File: src/greedy_change_dispenser_defines.svh
// ----------------------------------------------------------------------------
// Assertion macros for the change dispenser
// Shared concurrent assertion forms, clocked and reset-qualified.
// ----------------------------------------------------------------------------
`ifndef GREEDY_CHANGE_DISPENSER_DEFINES_SVH
`define GREEDY_CHANGE_DISPENSER_DEFINES_SVH

// Same-cycle implication, disabled while reset is asserted.
`define GCHG_ASSERT_IMP(lbl, clk, rst_n, ante, cons, msg) \
  lbl: assert property (@(posedge clk) disable iff (!rst_n) (ante) |-> (cons)) \
    else $error(msg);

// Next-cycle implication, disabled while reset is asserted.
`define GCHG_ASSERT_NXT(lbl, clk, rst_n, ante, cons, msg) \
  lbl: assert property (@(posedge clk) disable iff (!rst_n) (ante) |=> (cons)) \
    else $error(msg);

`endif

File: src/gchg_pkg.sv
// ----------------------------------------------------------------------------
// gchg_pkg
// Widths, types and codes shared by the change dispenser modules.
// ----------------------------------------------------------------------------
`timescale 1ns / 1ps
`default_nettype none

package gchg_pkg;

  localparam int unsigned NUM_SLOTS   = 5;
  localparam int unsigned SLOT_W      = 3;
  localparam int unsigned DENOM_W     = 10;
  localparam int unsigned AMOUNT_W    = 16;
  localparam int unsigned CNT_IN_W    = 10;
  localparam int unsigned CNT_OUT_W   = 10;
  localparam int unsigned COUNT_WIDTH = 10;
  localparam int unsigned BIT_W       = $clog2(COUNT_WIDTH);
  localparam int unsigned PROD_W      = DENOM_W + COUNT_WIDTH;
  // five products summed: three extra bits
  localparam int unsigned TOTAL_W     = PROD_W + 3;
  localparam int unsigned TRIAL_W     = (PROD_W > AMOUNT_W) ? PROD_W : AMOUNT_W;
  localparam int unsigned CFG_IDX_W   = 3;
  localparam int unsigned CFG_DATA_W  = DENOM_W;

  typedef logic [DENOM_W-1:0]     denom_t;
  typedef logic [AMOUNT_W-1:0]    amount_t;
  typedef logic [SLOT_W-1:0]      slot_t;
  typedef logic [CNT_IN_W-1:0]    cnt_in_t;
  typedef logic [CNT_OUT_W-1:0]   cnt_out_t;
  typedef logic [COUNT_WIDTH-1:0] count_t;
  typedef logic [TOTAL_W-1:0]     total_t;

  localparam denom_t DENOM_RST [NUM_SLOTS] = '{10'd50, 10'd25, 10'd10, 10'd5, 10'd1};

  localparam logic FUNC_WITHDRAW = 1'b0;
  localparam logic FUNC_STOCK    = 1'b1;

  typedef enum logic [1:0] {
    ST_OK       = 2'd0,
    ST_SHORT    = 2'd1,
    ST_NOCHANGE = 2'd2,
    ST_ZERO     = 2'd3
  } gchg_status_e;

  // Data handed from one cell to the next.
  typedef struct packed {
    logic    sum_vld;
    total_t  sum;
    logic    div_vld;
    amount_t rest;
  } gchg_link_t;

  // Per-cell control from the sequencer.
  typedef struct packed {
    logic    stock_we;
    cnt_in_t stock_val;
    logic    commit;
  } gchg_cell_ctl_t;

endpackage

`default_nettype wire

File: src/gchg_in_if.sv
// ----------------------------------------------------------------------------
// gchg_in_if
// Request channel: withdraw or stock item with valid/ready handshake.
// ----------------------------------------------------------------------------
`timescale 1ns / 1ps
`default_nettype none

interface gchg_in_if;
  import gchg_pkg::*;

  logic    valid;
  logic    ready;
  logic    func;
  amount_t amount;
  slot_t   slot;
  cnt_in_t stock_count;

  modport source (output valid, output func, output amount, output slot,
                  output stock_count, input ready);
  modport sink   (input valid, input func, input amount, input slot,
                  input stock_count, output ready);
endinterface

`default_nettype wire

File: src/gchg_out_if.sv
// ----------------------------------------------------------------------------
// gchg_out_if
// Result channel: status and per-slot payout with valid/ready handshake.
// ----------------------------------------------------------------------------
`timescale 1ns / 1ps
`default_nettype none

interface gchg_out_if;
  import gchg_pkg::*;

  logic         valid;
  logic         ready;
  gchg_status_e status;
  cnt_out_t     count_slot0;
  cnt_out_t     count_slot1;
  cnt_out_t     count_slot2;
  cnt_out_t     count_slot3;
  cnt_out_t     count_slot4;

  modport source (output valid, output status, output count_slot0, output count_slot1,
                  output count_slot2, output count_slot3, output count_slot4,
                  input ready);
  modport sink   (input valid, input status, input count_slot0, input count_slot1,
                  input count_slot2, input count_slot3, input count_slot4,
                  output ready);
endinterface

`default_nettype wire

File: src/gchg_cell.sv
// ----------------------------------------------------------------------------
// gchg_cell
// One slot of the chain: holds stock, adds its value to the passing total
// and works out its coin take bit by bit before handing the rest on.
// ----------------------------------------------------------------------------
`timescale 1ns / 1ps
`default_nettype none

module gchg_cell (
  input  wire logic                    clk_i,
  input  wire logic                    rst_ni,
  input  wire gchg_pkg::denom_t        denom_i,
  input  wire gchg_pkg::gchg_cell_ctl_t ctl_i,
  input  wire gchg_pkg::gchg_link_t    link_i,
  output gchg_pkg::gchg_link_t         link_o,
  output gchg_pkg::count_t             take_o
);
  import gchg_pkg::*;

  count_t              stock_q;
  count_t              take_q;
  amount_t             rem_q;
  logic [BIT_W-1:0]    bit_q;
  logic                busy_q;
  gchg_link_t          link_q;

  count_t              trial_cnt;
  logic [TRIAL_W-1:0]  trial_val;
  logic [TRIAL_W-1:0]  rem_ext;
  logic                fit;
  logic                last;
  amount_t             rem_step;
  logic [PROD_W-1:0]   prod;

  // Try one quotient bit: keep it if it stays within stock and within the rest.
  assign trial_cnt = take_q | (count_t'(1) << bit_q);
  assign trial_val = TRIAL_W'(denom_i) << bit_q;
  assign rem_ext   = TRIAL_W'(rem_q);
  assign fit       = (denom_i != '0) && (trial_cnt <= stock_q) && (rem_ext >= trial_val);
  assign rem_step  = fit ? AMOUNT_W'(rem_ext - trial_val) : rem_q;
  assign last      = (bit_q == '0);
  assign prod      = PROD_W'(denom_i) * PROD_W'(stock_q);

  always_ff @(posedge clk_i or negedge rst_ni) begin
    if (!rst_ni) begin
      stock_q <= '0;
      take_q  <= '0;
      rem_q   <= '0;
      bit_q   <= '0;
      busy_q  <= 1'b0;
      link_q  <= '0;
    end else begin
      if (link_i.div_vld) begin
        busy_q <= 1'b1;
        bit_q  <= BIT_W'(COUNT_WIDTH - 1);
        take_q <= '0;
        rem_q  <= link_i.rest;
      end else if (busy_q) begin
        if (fit) begin
          take_q <= trial_cnt;
        end
        rem_q <= rem_step;
        bit_q <= bit_q - BIT_W'(1);
        if (last) begin
          busy_q <= 1'b0;
        end
      end

      link_q.sum_vld <= link_i.sum_vld;
      link_q.sum     <= link_i.sum + TOTAL_W'(prod);
      link_q.div_vld <= busy_q && last;
      link_q.rest    <= rem_step;

      if (ctl_i.stock_we) begin
        stock_q <= COUNT_WIDTH'(ctl_i.stock_val);
      end else if (ctl_i.commit) begin
        stock_q <= stock_q - take_q;
      end
    end
  end

  assign link_o = link_q;
  assign take_o = take_q;

endmodule

`default_nettype wire

File: src/greedy_change_dispenser.sv
// Withdraw item: from accept, the stock total ripples down the five cells through
// their link registers, then each cell in turn works out its bit-serial coin take
// and hands the rest on, then the result passes the response state into the output
// registers. Stock items and zero amounts go straight to the response state. One
// item is in work at a time. Reset (async, active low) clears all stock to zero and
// loads the denominations 50, 25, 10, 5, 1; no clearing pass is needed.
// ----------------------------------------------------------------------------
// greedy_change_dispenser
// Five-slot coin stock with greedy, stock-limited change making.
// ----------------------------------------------------------------------------
`timescale 1ns / 1ps
`default_nettype none
`include "greedy_change_dispenser_defines.svh"

module greedy_change_dispenser (
  input  wire logic                          clk_i,
  input  wire logic                          rst_ni,
  input  wire logic                          cfg_we_i,
  input  wire logic [gchg_pkg::CFG_IDX_W-1:0]  cfg_idx_i,
  input  wire logic [gchg_pkg::CFG_DATA_W-1:0] cfg_data_i,
  gchg_in_if.sink                            in_i,
  gchg_out_if.source                         out_o
);
  import gchg_pkg::*;

  // One-hot sequencer: accept, total the stock, make change, deliver.
  typedef enum logic [3:0] {
    S_IDLE = 4'b0001,
    S_SUM  = 4'b0010,
    S_DIV  = 4'b0100,
    S_RESP = 4'b1000
  } state_e;

  state_e         state_q, state_d;
  gchg_status_e   status_q, status_d;
  logic           pay_q, pay_d;
  amount_t        amount_q;
  denom_t         denom_q [NUM_SLOTS];

  logic           out_valid_q;
  gchg_status_e   out_status_q;
  cnt_out_t       out_cnt_q [NUM_SLOTS];

  gchg_link_t     link_w [NUM_SLOTS+1];
  gchg_cell_ctl_t ctl_w  [NUM_SLOTS];
  count_t         take_w [NUM_SLOTS];
  gchg_link_t     tail;

  logic           accept;
  logic           is_stock;
  logic           short_total;
  logic           exact;
  logic           commit;
  logic           out_load;

  assign accept      = in_i.valid && in_i.ready;
  assign is_stock    = (in_i.func == FUNC_STOCK);
  assign tail        = link_w[NUM_SLOTS];
  assign short_total = TOTAL_W'(amount_q) > tail.sum;
  assign exact       = (tail.rest == '0);
  assign commit      = (state_q == S_DIV) && tail.div_vld && exact;
  assign out_load    = (state_q == S_RESP) && (!out_valid_q || out_o.ready);

  // Take a new beat only when idle; a waiting result sits in the output register.
  assign in_i.ready = (state_q == S_IDLE);

  // Head of the chain: start the running total at accept, start change making
  // once the total covers the amount.
  assign link_w[0].sum_vld = accept && !is_stock && (in_i.amount != '0);
  assign link_w[0].sum     = '0;
  assign link_w[0].div_vld = (state_q == S_SUM) && tail.sum_vld && !short_total;
  assign link_w[0].rest    = amount_q;

  for (genvar k = 0; k < NUM_SLOTS; k++) begin : g_slot
    // Stock writes to slots beyond the last one match no cell and drop.
    assign ctl_w[k].stock_we  = accept && is_stock && (in_i.slot == SLOT_W'(k));
    assign ctl_w[k].stock_val = in_i.stock_count;
    assign ctl_w[k].commit    = commit;

    gchg_cell u_cell (
      .clk_i   (clk_i),
      .rst_ni  (rst_ni),
      .denom_i (denom_q[k]),
      .ctl_i   (ctl_w[k]),
      .link_i  (link_w[k]),
      .link_o  (link_w[k+1]),
      .take_o  (take_w[k])
    );

    // Denomination register; writes beyond the last index drop.
    always_ff @(posedge clk_i or negedge rst_ni) begin
      if (!rst_ni) begin
        denom_q[k] <= DENOM_RST[k];
      end else if (cfg_we_i && (cfg_idx_i == CFG_IDX_W'(k))) begin
        denom_q[k] <= cfg_data_i;
      end
    end

    // Result counts: payout only for a successful withdraw, else zero.
    always_ff @(posedge clk_i) begin
      if (out_load) begin
        out_cnt_q[k] <= pay_q ? CNT_OUT_W'(take_w[k]) : '0;
      end
    end
  end

  always_comb begin
    state_d  = state_q;
    status_d = status_q;
    pay_d    = pay_q;
    unique case (state_q)
      S_IDLE: begin
        if (accept) begin
          pay_d = 1'b0;
          if (is_stock) begin
            status_d = ST_OK;
            state_d  = S_RESP;
          end else if (in_i.amount == '0) begin
            status_d = ST_ZERO;
            state_d  = S_RESP;
          end else begin
            state_d  = S_SUM;
          end
        end
      end
      S_SUM: begin
        if (tail.sum_vld) begin
          if (short_total) begin
            status_d = ST_SHORT;
            state_d  = S_RESP;
          end else begin
            state_d  = S_DIV;
          end
        end
      end
      S_DIV: begin
        if (tail.div_vld) begin
          status_d = exact ? ST_OK : ST_NOCHANGE;
          pay_d    = exact;
          state_d  = S_RESP;
        end
      end
      S_RESP: begin
        if (out_load) begin
          state_d = S_IDLE;
        end
      end
      default: begin
        state_d = S_IDLE;
      end
    endcase
  end

  always_ff @(posedge clk_i or negedge rst_ni) begin
    if (!rst_ni) begin
      state_q     <= S_IDLE;
      status_q    <= ST_OK;
      pay_q       <= 1'b0;
      out_valid_q <= 1'b0;
    end else begin
      state_q  <= state_d;
      status_q <= status_d;
      pay_q    <= pay_d;
      if (out_load) begin
        out_valid_q <= 1'b1;
      end else if (out_o.ready) begin
        out_valid_q <= 1'b0;
      end
    end
  end

  // Hold the requested amount for the whole withdraw.
  always_ff @(posedge clk_i) begin
    if (accept) begin
      amount_q <= in_i.amount;
    end
    if (out_load) begin
      out_status_q <= status_q;
    end
  end

  assign out_o.valid       = out_valid_q;
  assign out_o.status      = out_status_q;
  assign out_o.count_slot0 = out_cnt_q[0];
  assign out_o.count_slot1 = out_cnt_q[1];
  assign out_o.count_slot2 = out_cnt_q[2];
  assign out_o.count_slot3 = out_cnt_q[3];
  assign out_o.count_slot4 = out_cnt_q[4];

  `GCHG_ASSERT_NXT(a_one_item, clk_i, rst_ni, accept, !in_i.ready,
                   "new beat taken while an item is in work")
  `GCHG_ASSERT_IMP(a_sum_phase, clk_i, rst_ni, tail.sum_vld, state_q == S_SUM,
                   "stock total arrived outside the total phase")
  `GCHG_ASSERT_IMP(a_div_phase, clk_i, rst_ni, tail.div_vld, state_q == S_DIV,
                   "change result arrived outside the change phase")
  `GCHG_ASSERT_NXT(a_commit_pays, clk_i, rst_ni, commit, pay_q && status_q == ST_OK,
                   "stock committed without a successful payout")
  `GCHG_ASSERT_IMP(a_fail_no_coins, clk_i, rst_ni,
                   out_o.valid && out_o.status != ST_OK,
                   out_o.count_slot0 == '0 && out_o.count_slot1 == '0 &&
                   out_o.count_slot2 == '0 && out_o.count_slot3 == '0 &&
                   out_o.count_slot4 == '0,
                   "coins reported on a failed withdraw")

endmodule

`default_nettype wire
File: src/flat_wrapper.sv
// flat-port wrapper written by rule: the top's interface ports become plain ports
module greedy_change_dispenser_flat import gchg_pkg::*;
  (clk_i, rst_ni, cfg_we_i, cfg_idx_i, cfg_data_i, in_i_valid, in_i_func, in_i_amount, in_i_slot, in_i_stock_count, in_i_ready, out_o_valid, out_o_status, out_o_count_slot0, out_o_count_slot1, out_o_count_slot2, out_o_count_slot3, out_o_count_slot4, out_o_ready);
  gchg_in_if in_i_i ();
  gchg_out_if out_o_i ();
  input  wire logic clk_i;
  input  wire logic rst_ni;
  input  wire logic cfg_we_i;
  input  wire logic [gchg_pkg::CFG_IDX_W-1:0] cfg_idx_i;
  input  wire logic [gchg_pkg::CFG_DATA_W-1:0] cfg_data_i;
  input wire logic [$bits(in_i_i.valid)-1:0] in_i_valid;
  input wire logic [$bits(in_i_i.func)-1:0] in_i_func;
  input wire logic [$bits(in_i_i.amount)-1:0] in_i_amount;
  input wire logic [$bits(in_i_i.slot)-1:0] in_i_slot;
  input wire logic [$bits(in_i_i.stock_count)-1:0] in_i_stock_count;
  output wire logic [$bits(in_i_i.ready)-1:0] in_i_ready;
  output wire logic [$bits(out_o_i.valid)-1:0] out_o_valid;
  output wire logic [$bits(out_o_i.status)-1:0] out_o_status;
  output wire logic [$bits(out_o_i.count_slot0)-1:0] out_o_count_slot0;
  output wire logic [$bits(out_o_i.count_slot1)-1:0] out_o_count_slot1;
  output wire logic [$bits(out_o_i.count_slot2)-1:0] out_o_count_slot2;
  output wire logic [$bits(out_o_i.count_slot3)-1:0] out_o_count_slot3;
  output wire logic [$bits(out_o_i.count_slot4)-1:0] out_o_count_slot4;
  input wire logic [$bits(out_o_i.ready)-1:0] out_o_ready;
  assign in_i_i.valid = in_i_valid;
  assign in_i_i.func = in_i_func;
  assign in_i_i.amount = in_i_amount;
  assign in_i_i.slot = in_i_slot;
  assign in_i_i.stock_count = in_i_stock_count;
  assign in_i_ready = in_i_i.ready;
  assign out_o_valid = out_o_i.valid;
  assign out_o_status = out_o_i.status;
  assign out_o_count_slot0 = out_o_i.count_slot0;
  assign out_o_count_slot1 = out_o_i.count_slot1;
  assign out_o_count_slot2 = out_o_i.count_slot2;
  assign out_o_count_slot3 = out_o_i.count_slot3;
  assign out_o_count_slot4 = out_o_i.count_slot4;
  assign out_o_i.ready = out_o_ready;
  greedy_change_dispenser u_core (.clk_i(clk_i), .rst_ni(rst_ni), .cfg_we_i(cfg_we_i), .cfg_idx_i(cfg_idx_i), .cfg_data_i(cfg_data_i), .in_i(in_i_i), .out_o(out_o_i));
endmodule
File: config.mk
export PLATFORM = sky130hd
export DESIGN_NAME = greedy_change_dispenser_flat
export DESIGN_NICKNAME = d
export VERILOG_FILES = /design/src/gchg_pkg.sv /design/src/gchg_in_if.sv /design/src/gchg_out_if.sv /design/src/gchg_cell.sv /design/src/greedy_change_dispenser.sv /design/src/flat_wrapper.sv
export VERILOG_INCLUDE_DIRS = /design/src /design/src/src
export SDC_FILE = /design/constraint.sdc
export NUM_CORES = 2
export LEC_CHECK = 0
export ABC_AREA = 1
export ABC_CLOCK_PERIOD_IN_PS = 6300
export BUFFER_PORTS_ARGS = -buffer_cell sky130_fd_sc_hd__buf_2
export CAP_MARGIN = 20
export CORE_AREA = 10 10 353 287
export CTS_CLUSTER_DIAMETER = 60
export DETAILED_ROUTE_END_ITERATION = 10
export DIE_AREA = 0 0 363 297
export PLACE_DENSITY_LB_ADDON = 0.2
export SLEW_MARGIN = 10
export SYNTH_ARGS = -nofsm -noshare
export SYNTH_HDL_FRONTEND = slang
export SYNTH_SLANG_ARGS = --single-unit
File: constraint.sdc
create_clock -name clk_i -period 6.3 [get_ports clk_i]
set_input_delay 0.315 -clock clk_i [delete_from_list [all_inputs] [get_ports clk_i]]
set_output_delay 0.315 -clock clk_i [all_outputs]
set_load 0.005 [all_outputs]
==> flow_summary.yaml <==
placed_design:
  placement.io_buffers: 101
  place_ws_ps: 1077
  hpwl_um: 125600
  globalplace.congestion: 0.9654
  detailed_place.area_um2: 53570
cells_and_area:
  nNetsFinal: 7842
  post-route-cell-area_um2: 56060
  fraction_of_layout_cells_with_a_size_suffix_above_1: 0.04295
  area.growth.synth_to_final_pct: 7.361
clock_network:
  clk_path_buf_depth: 3
  clkSinkCount: 530
  ctsHtreeMaxLevel: 3
  tritoncts_clock_tree: "yes"
  cts.root.buffer_cell: "sky130_fd_sc_hd__clkbuf_16"
  worst_skew_pair.late_latency_ps: 660
  post_cts.repair.setup_buffers: 0
  path_clk_slew_ps: 60
  total_cts_buffers: 68
logic_synthesis:
  synth_xor_area_frac: 0.02499
  synth_async_sr_flop_share: 0.8717
  top_post_synthesis_cells_by_area: "sky130_fd_sc_hd__dfrtp_1 22%, sky130_fd_sc_hd__fa_1 15%, sky130_fd_sc_hd__nand2_1 14%"
  primary_flip_flop_cell_chosen_by_synthesis_mapping: "sky130_fd_sc_hd__dfrtp_1"
  synth_cell_types: 54
  synth_cells: 6878
  synth.ff_latch_count: 530
  ys_seq_area_frac: 0.2608
  yosys_warnings: 0
  adder_cell_share_of_the_synthesized_area: 0.2749
  avgSynthCellArea_um2: 7.591
  yosys-top-cells-count: "1882 x sky130_fd_sc_hd__nand2_1, 1499 x sky130_fd_sc_hd__inv_1, 507 x sky130_fd_sc_hd__ha_1"
  yosys.area.top_type_share: 0.2157
  syn_nets: 7833
  synth_top_family_by_area: "adder cells"
  yosysTopAreaCell: "sky130_fd_sc_hd__dfrtp_1"
  synthSimpleGateAreaFrac: 0.2299
  synth-edff-count: 68
  synthMostInstantiatedCell: "sky130_fd_sc_hd__nand2_1"
  syn-cell-area_um2: 52210
  synth_area_in_compound_gates: 0.08318
  yosys-mux-area-fraction: 0
critical_path:
  path_common_cell: "sky130_fd_sc_hd__nand2_1"
  arrival_ps: 5790
  ff2ff_path_depth: 19
  crit_chain: "nand2_1 > fa_1 > inv_1 > fa_1 > inv_1 > fa_1 > inv_1 > fa_1 > fa_1 > ha_1 > a21oi_1 > o21ai_0 > a21oi_1 > nand2_1 > a21o_1 > nand2_1 > nand2_1 > nand2_1 > nand2_1"
  crit_path_start: "u_core.denom_q[7]"
  critPathSlowestCell: "sky130_fd_sc_hd__dfrtp_1"
  worstPathBufferInverterCount: 3
  worstPathRequired_ps: 6850
  crit_cells: 19
  timing.critical_path.to: "u_core.g_slot[4].u_cell.link_o[36]"
  reg2reg_setup_slack_ps: 1050
  critical_path.max_fanout: 14
  critPathTopFamily: "adder cells"
  element_type_at_the_critical_path_end: "flop"
  r2r_end: "u_core.g_slot[4].u_cell.link_o[36]"
  critical_path.startpoint_type: "flop"
  timing.rr.start: "u_core.denom_q[7]"
  critPathKind: "reg -> reg"
  slowest_delay_ps: 710
sta:
  finalWorstPathRequiredPeriod_ps: 5247
  fin_worst_skew_ps: 31.23
  rsz0062_at_grt: "no"
  fin_crit_sh: 0.8329
  max_freq_mhz: 190.6
  report.final.hold_viol_count: 0
  final_ws_setup_ps: 1053
  worst_slew_pin_slew_ps: 1076
  setup_violations_final: 0
  setup-tns-final_ps: 0
  timing.max_slew.rel_slack: 0.2824
  timing.final.max_slew_violations: 0
global_route:
  global_route_wire_length_before_repair_um: 251300
  global_route.usage.total: 0.2977
  globalRouteOverflowTotal: 0
  grt_antenna_before_repair: 19
  number_of_global_route_vias_before_repair: 43589
  grt_max_degree: 138
run_status:
  run_status: "complete, no violations"
floorplanning:
  die_w_um: 363
  pin_count: 102
  die_height_um: 297
  design.core.area_um2: 94150
  fp-row-count: 101
  initial_utilization: 0.5546
  total_die_area_um2: 107800
run:
  drv_cap: 0
drt:
  detailedRoute.firstIterationViolations: 4676
  drt-pass1-iter-count: 6
  detail_route.wirelength_um: 160700
  remaining_drc_errors: 0
  post_drt_wl_per_cell_um: 19.63
  via_count: 45316
  drt.antenna.violating_nets: 0
  via_per_inst: 5.534
worst_hold_path:
  timing.hold.worst.class: "in -> async"
timing repair:
item / CTS / global route
setup endpoints to repair: 0 / 0
resized for setup: 0 / 0
hold endpoints to repair: 98 / 0
hold buffers: 20 / 0
worst reg2reg max path, stage by stage (launching register included):
cell and delay, ps:
sky130_fd_sc_hd__dfrtp_1 710, sky130_fd_sc_hd__nand2_1 190, sky130_fd_sc_hd__fa_1 580, sky130_fd_sc_hd__inv_1 60, sky130_fd_sc_hd__fa_1 490, sky130_fd_sc_hd__inv_1 50, sky130_fd_sc_hd__fa_1 530, sky130_fd_sc_hd__inv_1 50
sky130_fd_sc_hd__fa_1 510, sky130_fd_sc_hd__fa_1 440, sky130_fd_sc_hd__ha_1 350, sky130_fd_sc_hd__a21oi_1 160, sky130_fd_sc_hd__o21ai_0 110, sky130_fd_sc_hd__a21oi_1 260, sky130_fd_sc_hd__nand2_1 170, sky130_fd_sc_hd__a21o_1 210
sky130_fd_sc_hd__nand2_1 90, sky130_fd_sc_hd__nand2_1 60, sky130_fd_sc_hd__nand2_1 70, sky130_fd_sc_hd__nand2_1 50
how the worst min path moves through the flow:
stage	cells after the start	end	from	slack [ps]
4_1_cts	3	u_core.g_slot[4].u_cell.stock_q[0]	in_i_slot[2]	190
2_1_floorplan	0	u_core.denom_q[11]	rst_ni	20
6_report	2	u_core.g_slot[2].u_cell.link_o[4]	rst_ni	220
5_1_grt	3	u_core.g_slot[4].u_cell.stock_q[0]	in_i_slot[2]	230
3_3_place_gp	0	u_core.g_slot[4].u_cell.link_o[40]	u_core.g_slot[3].u_cell.link_o[40]	340
3_5_place_dp	0	u_core.g_slot[2].u_cell.link_o[40]	u_core.g_slot[1].u_cell.link_o[40]	340
state kept, by name, summed over array words and instances, names as in the netlist:
register / cells
u_core.g_slot.u_cell.link_o: 199
u_core.g_slot.u_cell.rem_q: 80
u_core.denom_q: 50
u_core.g_slot.u_cell.stock_q: 50
u_core.g_slot.u_cell.take_o: 50
u_core.out_cnt_q: 50
u_core.g_slot.u_cell.bit_q: 20
u_core.amount_q: 16
u_core.g_slot.u_cell.busy_q: 5
u_core.state_q: 4
u_core.out_o.status: 2
u_core.status_q: 2
u_core.out_o.valid: 1
u_core.pay_q: 1
area by class of cell:
class                      instances  area [µm²]
fill                            8579       38090
tap                             1236        1546
antenna                           13       32.53
clock buffer                      89        1862
multi-input combinational       4630       32010
clock inverter                    33       390.4
timing repair buffer             141       903.4
inverter                        1516        5690
sequential                       530       13620
metrics by stage:
step	cells	hold slack [ps]	utilization
after floorplan	6878	19.41	-
after global placement	8033	335.1	0.5690
after detailed placement	8033	341.9	0.5690
after CTS	8175	194.7	0.5951
after global routing	8177	229.6	0.5951
final	8188	221.5	0.5954
cell families (layout without fill, tap and decap cells):
family | after synthesis | in the layout
AND/OR/NAND/NOR | 2841 | 2841
buffers and inverters | 1718 | 1779
adder cells (fa/ha/maj) | 907 | 907
AO/OA/AOI/OAI | 733 | 733
flip-flops | 530 | 530
XOR/XNOR | 149 | 149
other | 0 | 13
metal layers:
metal,vias to the layer above,track usage,routed length [µm]
met5,-,0,81
met2,1908,0.4412,69530
met4,12,0.1310,7492
met1,21622,0.4151,68300
met3,311,0.06449,15340
li1,21463,-,-
cell usage in the layout, fill, tap and decap left out, types with 61 or more instances in the layout:
cell type and instances:
sky130_fd_sc_hd__dfrtp_1 449, sky130_fd_sc_hd__and2_1 70, sky130_fd_sc_hd__a22oi_1 74, sky130_fd_sc_hd__inv_1 1499
sky130_fd_sc_hd__fa_1 400, sky130_fd_sc_hd__a21oi_1 257, sky130_fd_sc_hd__nand3_1 364, sky130_fd_sc_hd__nand4_1 132
sky130_fd_sc_hd__o21ai_0 220, sky130_fd_sc_hd__edfxtp_1 68, sky130_fd_sc_hd__ha_1 507, sky130_fd_sc_hd__buf_2 100
sky130_fd_sc_hd__xnor2_1 61, sky130_fd_sc_hd__xor2_1 88, sky130_fd_sc_hd__nand2_1 1882, sky130_fd_sc_hd__nor2_1 274
sky130_fd_sc_hd__clkbuf_16 69
Power is left out: the tool's default activity adds up to more than one toggle a clock period on the data nets, which glitch-free logic cannot reach.
